**config.mk**
```make
export PLATFORM = sky130hd
export DESIGN_NAME = integer_to_ascii_radix_top
export DESIGN_NICKNAME = d
export VERILOG_FILES = /design/src/i2a_pkg.sv /design/src/i2a_front.sv /design/src/i2a_queue.sv /design/src/i2a_back.sv /design/src/integer_to_ascii_radix_top.sv
export SDC_FILE = /design/constraint.sdc
export NUM_CORES = 1
export LEC_CHECK = 0
export BUFFER_PORTS_ARGS = -buffer_cell sky130_fd_sc_hd__buf_2
export CAP_MARGIN = 10
export CORE_AREA = 2 2 174 176
export DETAILED_ROUTE_END_ITERATION = 10
export DIE_AREA = 0 0 176 178
export PLACE_DENSITY = 0.75
export REMOVE_ABC_BUFFERS = 1
export SYNTH_ARGS = -nofsm -noshare
export SYNTH_HDL_FRONTEND = slang
export SYNTH_SLANG_ARGS = --single-unit
export TNS_END_PERCENT = 10
```
**constraint.sdc**
```tcl
create_clock -name clk -period 13.55 [get_ports clk]
set_input_delay 1.355 -clock clk [delete_from_list [all_inputs] [get_ports clk]]
set_output_delay 1.355 -clock clk [all_outputs]
set_load 0.01 [all_outputs]
```
**src/i2a_pkg.sv**
```systemverilog
// ---------------------------------------------------------------------------
// i2a_pkg
// Types, codes and constants shared by the integer-to-ASCII radix converter.
// ---------------------------------------------------------------------------
`default_nettype none

package i2a_pkg;

  localparam int IN_VALUE_W     = 32;
  localparam int BASE_W         = 5;
  localparam int CHAR_W         = 8;
  localparam int DIGIT_W        = 4;

  localparam int VALUE_BITS_DEF = 32;
  localparam int MAX_DIGITS_DEF = 32;
  localparam int RESULT_CAP     = 32;

  // Quotient bits resolved per cycle by the divider
  localparam int STEP_BITS      = 8;
  localparam int QUEUE_DEPTH    = 2;

  localparam logic [BASE_W-1:0]  BASE_MIN  = 5'd2;
  localparam logic [BASE_W-1:0]  BASE_MAX  = 5'd16;
  localparam logic [BASE_W-1:0]  BASE_DEC  = 5'd10;
  localparam logic [DIGIT_W-1:0] DIGIT_TEN = 4'd10;

  localparam logic CMD_UNSIGNED = 1'b0;
  localparam logic CMD_SIGNED   = 1'b1;

  localparam logic [CHAR_W-1:0] CH_NUL   = 8'h00;
  localparam logic [CHAR_W-1:0] CH_ZERO  = 8'h30;
  localparam logic [CHAR_W-1:0] CH_NINE  = 8'h39;
  localparam logic [CHAR_W-1:0] CH_A     = 8'h61;
  localparam logic [CHAR_W-1:0] CH_F     = 8'h66;
  localparam logic [CHAR_W-1:0] CH_MINUS = 8'h2d;

  typedef struct packed {
    logic                  command;
    logic [IN_VALUE_W-1:0] value;
    logic [BASE_W-1:0]     base;
  } item_t;

  typedef struct packed {
    logic [CHAR_W-1:0] character;
    logic              empty_res;
    logic              last;
  } result_t;

  // Classification handed from the front end to the converter
  typedef struct packed {
    logic              invalid;
    logic              negative;
    logic [BASE_W-1:0] base;
  } job_ctrl_t;

  typedef enum logic [2:0] {
    B_IDLE,
    B_DIV,
    B_DIGIT,
    B_FETCH,
    B_SIGN,
    B_SHOW,
    B_EMPTY
  } back_state_t;

endpackage

`default_nettype wire

```
**src/i2a_front.sv**
```systemverilog
// ---------------------------------------------------------------------------
// i2a_front
// Accepts input words, checks the base and forms the magnitude to convert.
// ---------------------------------------------------------------------------
`default_nettype none

module i2a_front
  import i2a_pkg::*;
#(
  parameter int VALUE_BITS = VALUE_BITS_DEF
) (
  input  wire logic                  item_valid,
  output logic                       item_stall,
  input  wire item_t                 item,
  input  wire logic                  full,
  output logic                       push,
  output job_ctrl_t                  ctrl,
  output logic [VALUE_BITS-1:0]      mag
);

  localparam int EXT_W = (VALUE_BITS > IN_VALUE_W) ? VALUE_BITS : IN_VALUE_W;

  logic [EXT_W-1:0]      ext;
  logic [VALUE_BITS-1:0] raw;
  logic                  invalid;
  logic                  negative;

  assign ext = EXT_W'(item.value);
  assign raw = ext[VALUE_BITS-1:0];

  assign invalid  = (item.base < BASE_MIN) || (item.base > BASE_MAX);
  // Only decimal shows a sign; other bases print the raw bit pattern
  assign negative = !invalid && (item.command == CMD_SIGNED) &&
                    (item.base == BASE_DEC) && raw[VALUE_BITS-1];

  assign ctrl.invalid  = invalid;
  assign ctrl.negative = negative;
  assign ctrl.base     = item.base;
  assign mag           = negative ? (~raw + 1'b1) : raw;

  assign item_stall = full;
  assign push       = item_valid && !full;

endmodule

`default_nettype wire

```
**src/i2a_queue.sv**
```systemverilog
// ---------------------------------------------------------------------------
// i2a_queue
// Short FIFO of classified jobs between the front end and the converter.
// ---------------------------------------------------------------------------
`default_nettype none

module i2a_queue
  import i2a_pkg::*;
#(
  parameter int WIDTH = 8
) (
  input  wire logic             clk,
  input  wire logic             rst,
  input  wire logic             push,
  input  wire logic [WIDTH-1:0] push_data,
  output logic                  full,
  input  wire logic             pop,
  output logic                  head_valid,
  output logic [WIDTH-1:0]      head_data
);

  localparam int PTR_W = (QUEUE_DEPTH > 1) ? $clog2(QUEUE_DEPTH) : 1;
  localparam int CNT_W = $clog2(QUEUE_DEPTH + 1);

  logic [WIDTH-1:0] slots [QUEUE_DEPTH];
  logic [PTR_W-1:0] wr_ptr;
  logic [PTR_W-1:0] rd_ptr;
  logic [CNT_W-1:0] count;

  function automatic logic [PTR_W-1:0] wrap_inc(input logic [PTR_W-1:0] p);
    return (p == PTR_W'(QUEUE_DEPTH - 1)) ? '0 : p + 1'b1;
  endfunction

  assign full       = (count == CNT_W'(QUEUE_DEPTH));
  assign head_valid = (count != '0);
  assign head_data  = slots[rd_ptr];

  always_ff @(posedge clk) begin
    if (push) begin
      slots[wr_ptr] <= push_data;
    end
  end

  always_ff @(posedge clk) begin
    if (rst) begin
      wr_ptr <= '0;
      rd_ptr <= '0;
      count  <= '0;
    end else begin
      if (push) begin
        wr_ptr <= wrap_inc(wr_ptr);
      end
      if (pop) begin
        rd_ptr <= wrap_inc(rd_ptr);
      end
      case ({push, pop})
        2'b10:   count <= count + 1'b1;
        2'b01:   count <= count - 1'b1;
        default: count <= count;
      endcase
    end
  end

endmodule

`default_nettype wire

```
**src/i2a_back.sv**
```systemverilog
// ---------------------------------------------------------------------------
// i2a_back
// Divides the magnitude down digit by digit into the digit store, then
// streams the characters out most significant first, or one empty word for a bad base.
// ---------------------------------------------------------------------------
`default_nettype none

module i2a_back
  import i2a_pkg::*;
#(
  parameter int VALUE_BITS = VALUE_BITS_DEF,
  parameter int MAX_DIGITS = MAX_DIGITS_DEF
) (
  input  wire logic                  clk,
  input  wire logic                  rst,
  input  wire logic                  job_valid,
  input  wire job_ctrl_t             job_ctrl,
  input  wire logic [VALUE_BITS-1:0] job_mag,
  output logic                       job_pop,
  output logic                       result_valid,
  input  wire logic                  result_stall,
  output result_t                    result
);

  localparam int CHUNKS  = (VALUE_BITS + STEP_BITS - 1) / STEP_BITS;
  localparam int PAD_W   = CHUNKS * STEP_BITS;
  localparam int CH_W    = $clog2(CHUNKS + 1);
  localparam int AW      = $clog2(MAX_DIGITS);
  localparam int N_W     = $clog2(MAX_DIGITS + 1);
  localparam int LIM_POS = (MAX_DIGITS < RESULT_CAP) ? MAX_DIGITS : RESULT_CAP;
  localparam int LIM_NEG = (MAX_DIGITS < RESULT_CAP - 1) ? MAX_DIGITS : RESULT_CAP - 1;

  back_state_t        state;
  back_state_t        state_next;

  logic [PAD_W-1:0]   quot;
  logic [DIGIT_W-1:0] rem;
  logic [CH_W-1:0]    chunk;
  logic [N_W-1:0]     n;
  logic [AW-1:0]      idx;
  logic               neg;
  logic [BASE_W-1:0]  base;
  logic [DIGIT_W-1:0] rd_data;
  logic [DIGIT_W-1:0] store [MAX_DIGITS];

  logic               out_valid;
  result_t            out_data;

  logic [PAD_W-1:0]   q_step;
  logic [DIGIT_W-1:0] r_step;
  logic [DIGIT_W:0]   part;
  logic               qbit;

  logic               out_free;
  logic               chunk_end;
  logic               quot_zero;
  logic [N_W-1:0]     limit;
  logic               keep_digit;
  logic [N_W-1:0]     n_m1;

  logic               load_out;
  result_t            out_next;
  logic               mem_we;
  logic               rd_en;
  logic [AW-1:0]      rd_addr;

  function automatic logic [CHAR_W-1:0] to_char(input logic [DIGIT_W-1:0] d);
    if (d < DIGIT_TEN) begin
      return CH_ZERO + CHAR_W'(d);
    end else begin
      return CH_A + CHAR_W'(d - DIGIT_TEN);
    end
  endfunction

  // One restoring-division slice: STEP_BITS quotient bits per cycle
  always_comb begin
    q_step = quot;
    r_step = rem;
    part   = '0;
    qbit   = 1'b0;
    for (int k = 0; k < STEP_BITS; k++) begin
      part   = {r_step, q_step[PAD_W-1]};
      qbit   = (part >= base);
      r_step = qbit ? DIGIT_W'(part - base) : part[DIGIT_W-1:0];
      q_step = {q_step[PAD_W-2:0], qbit};
    end
  end

  assign out_free   = !out_valid || !result_stall;
  assign chunk_end  = (chunk == CH_W'(CHUNKS - 1));
  assign quot_zero  = (quot == '0);
  assign limit      = neg ? N_W'(LIM_NEG) : N_W'(LIM_POS);
  assign keep_digit = (n < limit);
  assign n_m1       = n - 1'b1;

  // Next state
  always_comb begin
    state_next = state;
    case (state)
      B_IDLE: begin
        if (job_valid) begin
          state_next = job_ctrl.invalid ? B_EMPTY : B_DIV;
        end
      end
      B_DIV: begin
        if (chunk_end) begin
          state_next = B_DIGIT;
        end
      end
      B_DIGIT: begin
        state_next = quot_zero ? B_FETCH : B_DIV;
      end
      B_FETCH: begin
        state_next = neg ? B_SIGN : B_SHOW;
      end
      B_SIGN: begin
        if (out_free) begin
          state_next = B_SHOW;
        end
      end
      B_SHOW: begin
        if (out_free && (idx == '0)) begin
          state_next = B_IDLE;
        end
      end
      B_EMPTY: begin
        if (out_free) begin
          state_next = B_IDLE;
        end
      end
      default: state_next = B_IDLE;
    endcase
  end

  // Control outputs
  always_comb begin
    job_pop  = 1'b0;
    load_out = 1'b0;
    out_next = '{character: CH_NUL, empty_res: 1'b0, last: 1'b0};
    mem_we   = 1'b0;
    rd_en    = 1'b0;
    rd_addr  = n_m1[AW-1:0];
    case (state)
      B_IDLE: begin
        job_pop = job_valid;
      end
      B_DIGIT: begin
        mem_we = keep_digit;
      end
      B_FETCH: begin
        rd_en = 1'b1;
      end
      B_SIGN: begin
        load_out = out_free;
        out_next = '{character: CH_MINUS, empty_res: 1'b0, last: 1'b0};
      end
      B_SHOW: begin
        load_out = out_free;
        out_next = '{character: to_char(rd_data), empty_res: 1'b0, last: (idx == '0)};
        // Prefetch the next lower digit while this one goes out
        rd_en    = out_free && (idx != '0);
        rd_addr  = idx - 1'b1;
      end
      B_EMPTY: begin
        load_out = out_free;
        out_next = '{character: CH_NUL, empty_res: 1'b1, last: 1'b1};
      end
      default: begin
        job_pop = 1'b0;
      end
    endcase
  end

  always_ff @(posedge clk) begin
    if (rst) begin
      state     <= B_IDLE;
      out_valid <= 1'b0;
      n         <= '0;
      quot      <= '0;
    end else begin
      state <= state_next;
      if (load_out) begin
        out_valid <= 1'b1;
      end else if (!result_stall) begin
        out_valid <= 1'b0;
      end
      case (state)
        B_IDLE: begin
          if (job_valid) begin
            quot <= PAD_W'(job_mag);
            n    <= '0;
          end
        end
        B_DIV: begin
          quot <= q_step;
        end
        B_DIGIT: begin
          if (keep_digit) begin
            n <= n + 1'b1;
          end
        end
        default: begin
          quot <= quot;
        end
      endcase
    end
  end

  // Datapath registers without reset
  always_ff @(posedge clk) begin
    case (state)
      B_IDLE: begin
        neg   <= job_ctrl.negative;
        base  <= job_ctrl.base;
        rem   <= '0;
        chunk <= '0;
      end
      B_DIV: begin
        rem   <= r_step;
        chunk <= chunk + 1'b1;
      end
      B_DIGIT: begin
        rem   <= '0;
        chunk <= '0;
      end
      B_FETCH: begin
        idx <= n_m1[AW-1:0];
      end
      B_SHOW: begin
        if (out_free && (idx != '0)) begin
          idx <= idx - 1'b1;
        end
      end
      default: begin
        idx <= idx;
      end
    endcase
    if (load_out) begin
      out_data <= out_next;
    end
  end

  always_ff @(posedge clk) begin
    if (mem_we) begin
      store[n[AW-1:0]] <= rem;
    end
    if (rd_en) begin
      rd_data <= store[rd_addr];
    end
  end

  assign result_valid = out_valid;
  assign result       = out_data;

endmodule

`default_nettype wire

```
**src/integer_to_ascii_radix_top.sv**
```systemverilog
// ---------------------------------------------------------------------------
// integer_to_ascii_radix_top
// Integer to ASCII string conversion in radix 2 to 16, one character per
// output word, most significant digit first.
//
//   channel  | direction | handshake            | payload
//   ---------+-----------+----------------------+-------------------------
//   item     | in        | item_valid/stall     | command, value, base
//   result   | out       | result_valid/stall   | character, empty_res, last
//
// Each digit is divided out by the 8-bit-a-cycle remainder chain of the
// divider in i2a_back and then written to the digit store.
// Reset clears the queue, the converter state and the output register; the
// digit store needs no clearing. A two-entry queue takes new words while a
// stalled output holds its character.
// ---------------------------------------------------------------------------
`default_nettype none

module integer_to_ascii_radix_top
  import i2a_pkg::*;
#(
  parameter int VALUE_BITS = VALUE_BITS_DEF,
  parameter int MAX_DIGITS = MAX_DIGITS_DEF
) (
  input  wire logic    clk,
  input  wire logic    rst,
  input  wire logic    item_valid,
  output logic         item_stall,
  input  wire item_t   item,
  output logic         result_valid,
  input  wire logic    result_stall,
  output result_t      result
);

  localparam int ENTRY_W = $bits(job_ctrl_t) + VALUE_BITS;

  logic                  push;
  logic                  full;
  job_ctrl_t             front_ctrl;
  logic [VALUE_BITS-1:0] front_mag;
  logic                  pop;
  logic                  head_valid;
  logic [ENTRY_W-1:0]    head_data;
  job_ctrl_t             job_ctrl;
  logic [VALUE_BITS-1:0] job_mag;

  i2a_front #(
    .VALUE_BITS (VALUE_BITS)
  ) u_front (
    .item_valid (item_valid),
    .item_stall (item_stall),
    .item       (item),
    .full       (full),
    .push       (push),
    .ctrl       (front_ctrl),
    .mag        (front_mag)
  );

  i2a_queue #(
    .WIDTH (ENTRY_W)
  ) u_queue (
    .clk        (clk),
    .rst        (rst),
    .push       (push),
    .push_data  ({front_ctrl, front_mag}),
    .full       (full),
    .pop        (pop),
    .head_valid (head_valid),
    .head_data  (head_data)
  );

  assign job_ctrl = job_ctrl_t'(head_data[ENTRY_W-1:VALUE_BITS]);
  assign job_mag  = head_data[VALUE_BITS-1:0];

  i2a_back #(
    .VALUE_BITS (VALUE_BITS),
    .MAX_DIGITS (MAX_DIGITS)
  ) u_back (
    .clk          (clk),
    .rst          (rst),
    .job_valid    (head_valid),
    .job_ctrl     (job_ctrl),
    .job_mag      (job_mag),
    .job_pop      (pop),
    .result_valid (result_valid),
    .result_stall (result_stall),
    .result       (result)
  );

endmodule

`default_nettype wire

```
==> impl_metrics.json <==
{
  "fin_skew_ns": 0.0191,
  "fillCellCount": 2409,
  "drive_above_1_share_pct": 15.8,
  "grt_usage_pct": 18.3,
  "ys_warn_count": 0,
  "synth_cell_type_count": 60,
  "synth-main-ff-cell": "edfxtp_1",
  "hp-start": "u_back.n[5]",
  "synthArstFlopShare_pct": 0,
  "r2r_start": "u_back.rem[0]",
  "final_common_cell": "edfxtp_1",
  "postCtsSetupBuffers": 0,
  "cap_violations": 0,
  "cts_buffer_depth": 3,
  "min_path_cells": 2,
  "required_ns": 13.84,
  "drt_wl_total_mm": 28.2,
  "coreArea_sq_um": 29400,
  "synth_area_leaders": "edfxtp_1 51%, dfxtp_1 6.8%, ha_1 5.2%",
  "die_area_sq_um": 31300,
  "portBuffers": 53,
  "path_class": "reg2reg",
  "synth_top_cell_by_area": "edfxtp_1",
  "grtUsageMet3_pct": 2.71,
  "grt_overflow": 0,
  "syn_area_sq_um": 13900,
  "synth-seq-cells": 285,
  "clk_pin_slew_ns": 0.06,
  "area_growth_pct": 11.7,
  "crit_slowest_cell": "edfxtp_1",
  "wl_per_cell_microns": 18.3,
  "clkSinkCount": 285,
  "critPathMaxStageDelay_ns": 1.08,
  "cp-end-kind": "register",
  "cts_max_level": 1,
  "min_to": "u_back.n[5]",
  "worst_pin_slew_ns": 1.11,
  "n_antenna_cell": 0,
  "drt_first_iter_violations": 748,
  "r2r_end": "u_back.rem[2]",
  "fin_cells": 1541,
  "die_h_microns": 178,
  "synth_seq_area_share_pct": 58.2,
  "synth_edf_count": 238,
  "fin_crit_sh_pct": 88.6,
  "use_met1_pct": 25.7,
  "grt_use_met2_pct": 30.3,
  "rows": 63,
  "cts_hold_buf": 0,
  "drv_slew": 0,
  "drc_errors": 0,
  "antenna_found_initial": 0,
  "grt_pass1_vias": 8614,
  "grt-busiest-layer": "met2",
  "finalSetupViolCount": 0,
  "drt-pass1-iter-count": 5,
  "numPlacedInstances": 1488,
  "grt_setup_unrepaired": "false",
  "cp_max_fo": 35,
  "period_needed_ns": 12.00,
  "dpl.hpwl_mm": 19.3,
  "maxSlewHeadroom_pct": 26.1,
  "ctsResizeCount": 0,
  "initial_core_util_pct": 47.3,
  "grt_pass1_wl_mm": 45.5,
  "yosysTopAreaCellShare_pct": 51.4,
  "syn_inst": 1073,
  "hold_path_class": "reg2reg",
  "viasPerCell": 5.67,
  "place.gp.congestion": 0.855,
  "io_pins": 54,
  "cp_common_cell": "ha_1",
  "clk_latency_ns": 0.55,
  "synth.avg_cell_area_sq_um": 13.0,
  "cts_buffers": 29,
  "cts_tree": "done",
  "critPathArrivalTime_ns": 12.29,
  "r2r_slack_ns": 1.55,
  "die_w_microns": 176,
  "cts_root_buffer": "clkbuf_16",
  "hold_viol_final": 0,
  "rr_worst_depth": 44,
  "clock.fmax_mhz": 83.3,
  "critPathLaunchType": "register",
  "ant_nets": 0,
  "dpl_cell_area_sq_um": 14600,
  "via_count": 8738,
  "final_area_sq_um": 15500,
  "status": "finished, final reports clean",
  "whs_ns": 0.494,
  "fin_setup_tns_ns": 0,
  "nets": 1237,
  "layout_common_cells": "238 x edfxtp_1, 139 x nor2_1, 58 x a21oi_1, 58 x ha_1, 53 x buf_2",
  "grt_max_degree": 45
}
worst max-delay path, delay by kind of cell (launching register included):
family	cells	cell delay [ns]
DFF	1	1.08
adders and majority gates	8	2.37
buffers and inverters	4	0.29
AOI/OAI and AO/OA	27	6.33
muxes	4	1.54
and+or+nand+nor	1	0.13
Yosys cell counts, drive strengths merged, types with 2 or more instances:
cell,count
edfxtp,238
nor2,140
a21oi,59
ha,58
mux2i,53
inv,51
nand2,49
dfxtp,47
a221oi,34
xnor2,34
mux4,32
clkbuf,26
o21ai,26
xor2,25
mux2,24
a21o,18
nand3,14
nor3,14
buf,12
o31ai,11
nand2b,10
a31oi,9
and2,9
fa,8
nor4,8
or3,8
or4,6
a32o,4
and3,4
nand3b,4
nor2b,4
or2,4
a2111oi,3
a211oi,3
nand4,2
nor3b,2
o211a,2
o21a,2
o22ai,2
o41ai,2
or3b,2
worst max-delay path by stage:
stage                         startpoint            end  slack (ns)  depth (start not counted)
after floorplan           u_back.base[1]  u_back.rem[2]        3.28                         45
after global placement    u_back.base[1]  u_back.rem[2]        2.14                         45
after detailed placement   u_back.rem[0]  u_back.rem[2]        1.72                         44
after CTS                  u_back.rem[0]  u_back.rem[2]        1.62                         44
after global routing       u_back.rem[0]  u_back.rem[0]        0.56                         44
final                      u_back.rem[0]  u_back.rem[2]        1.55                         44
metal layers:
layer	up-vias	part of all wire [%]
li1	4164	-
met1	4262	45
met2	273	47
met3	39	6.3
met4	0	1.7
met5	-	0
cell families (layout without fill, tap and decap cells):
kind of cell / Yosys count / after routing / synth area share, %
mux: 109 / 109 / 11.0
fa+ha+maj: 66 / 66 / 6.37
flops: 285 / 285 / 58.2
compound gates: 183 / 183 / 8.86
buf+inv: 89 / 167 / 2.58
xor+xnor: 59 / 59 / 3.77
simple gates: 281 / 281 / 9.19
other cells: 1 / 1 / 0.0270
state kept, by name, summed over array words and instances (netlist names), named ones only:
| register | count |
|---|---|
| u_queue.wr_ptr | 1 |
| u_queue.rd_ptr | 1 |
| u_back.rem | 4 |
| u_back.neg | 1 |
| u_queue.count | 2 |
| u_back.store | 128 |
| u_back.result_valid | 1 |
| u_back.result | 10 |
| u_back.idx | 5 |
| u_back.quot | 32 |
| u_back.n | 6 |
| u_back.state | 3 |
| u_back.rd_data | 4 |
| u_back.base | 5 |
| u_queue.slots | 78 |
| u_back.chunk | 3 |
cell type report:
type / instances / area, sq um / area share (%)
sequential: 285 / 8090 / 52.1
multi-input combinational: 699 / 5470 / 35.2
clock buffer: 33 / 741 / 4.77
tap: 390 / 488 / 3.14
timing repair buffer: 63 / 340 / 2.19
clock inverter: 20 / 218 / 1.40
inverter: 51 / 191 / 1.23
per-stage QoR:
stage	setup slack, ns	utilization [%]
after global routing	0.556	52.8
final	1.55	52.8
after detailed placement	1.72	49.6
after global placement	2.14	49.6
after CTS	1.62	52.8
after floorplan	3.28	-
Power is not shown: default switching activity piles up to over one toggle a cycle in this logic, so the estimate is an artifact.
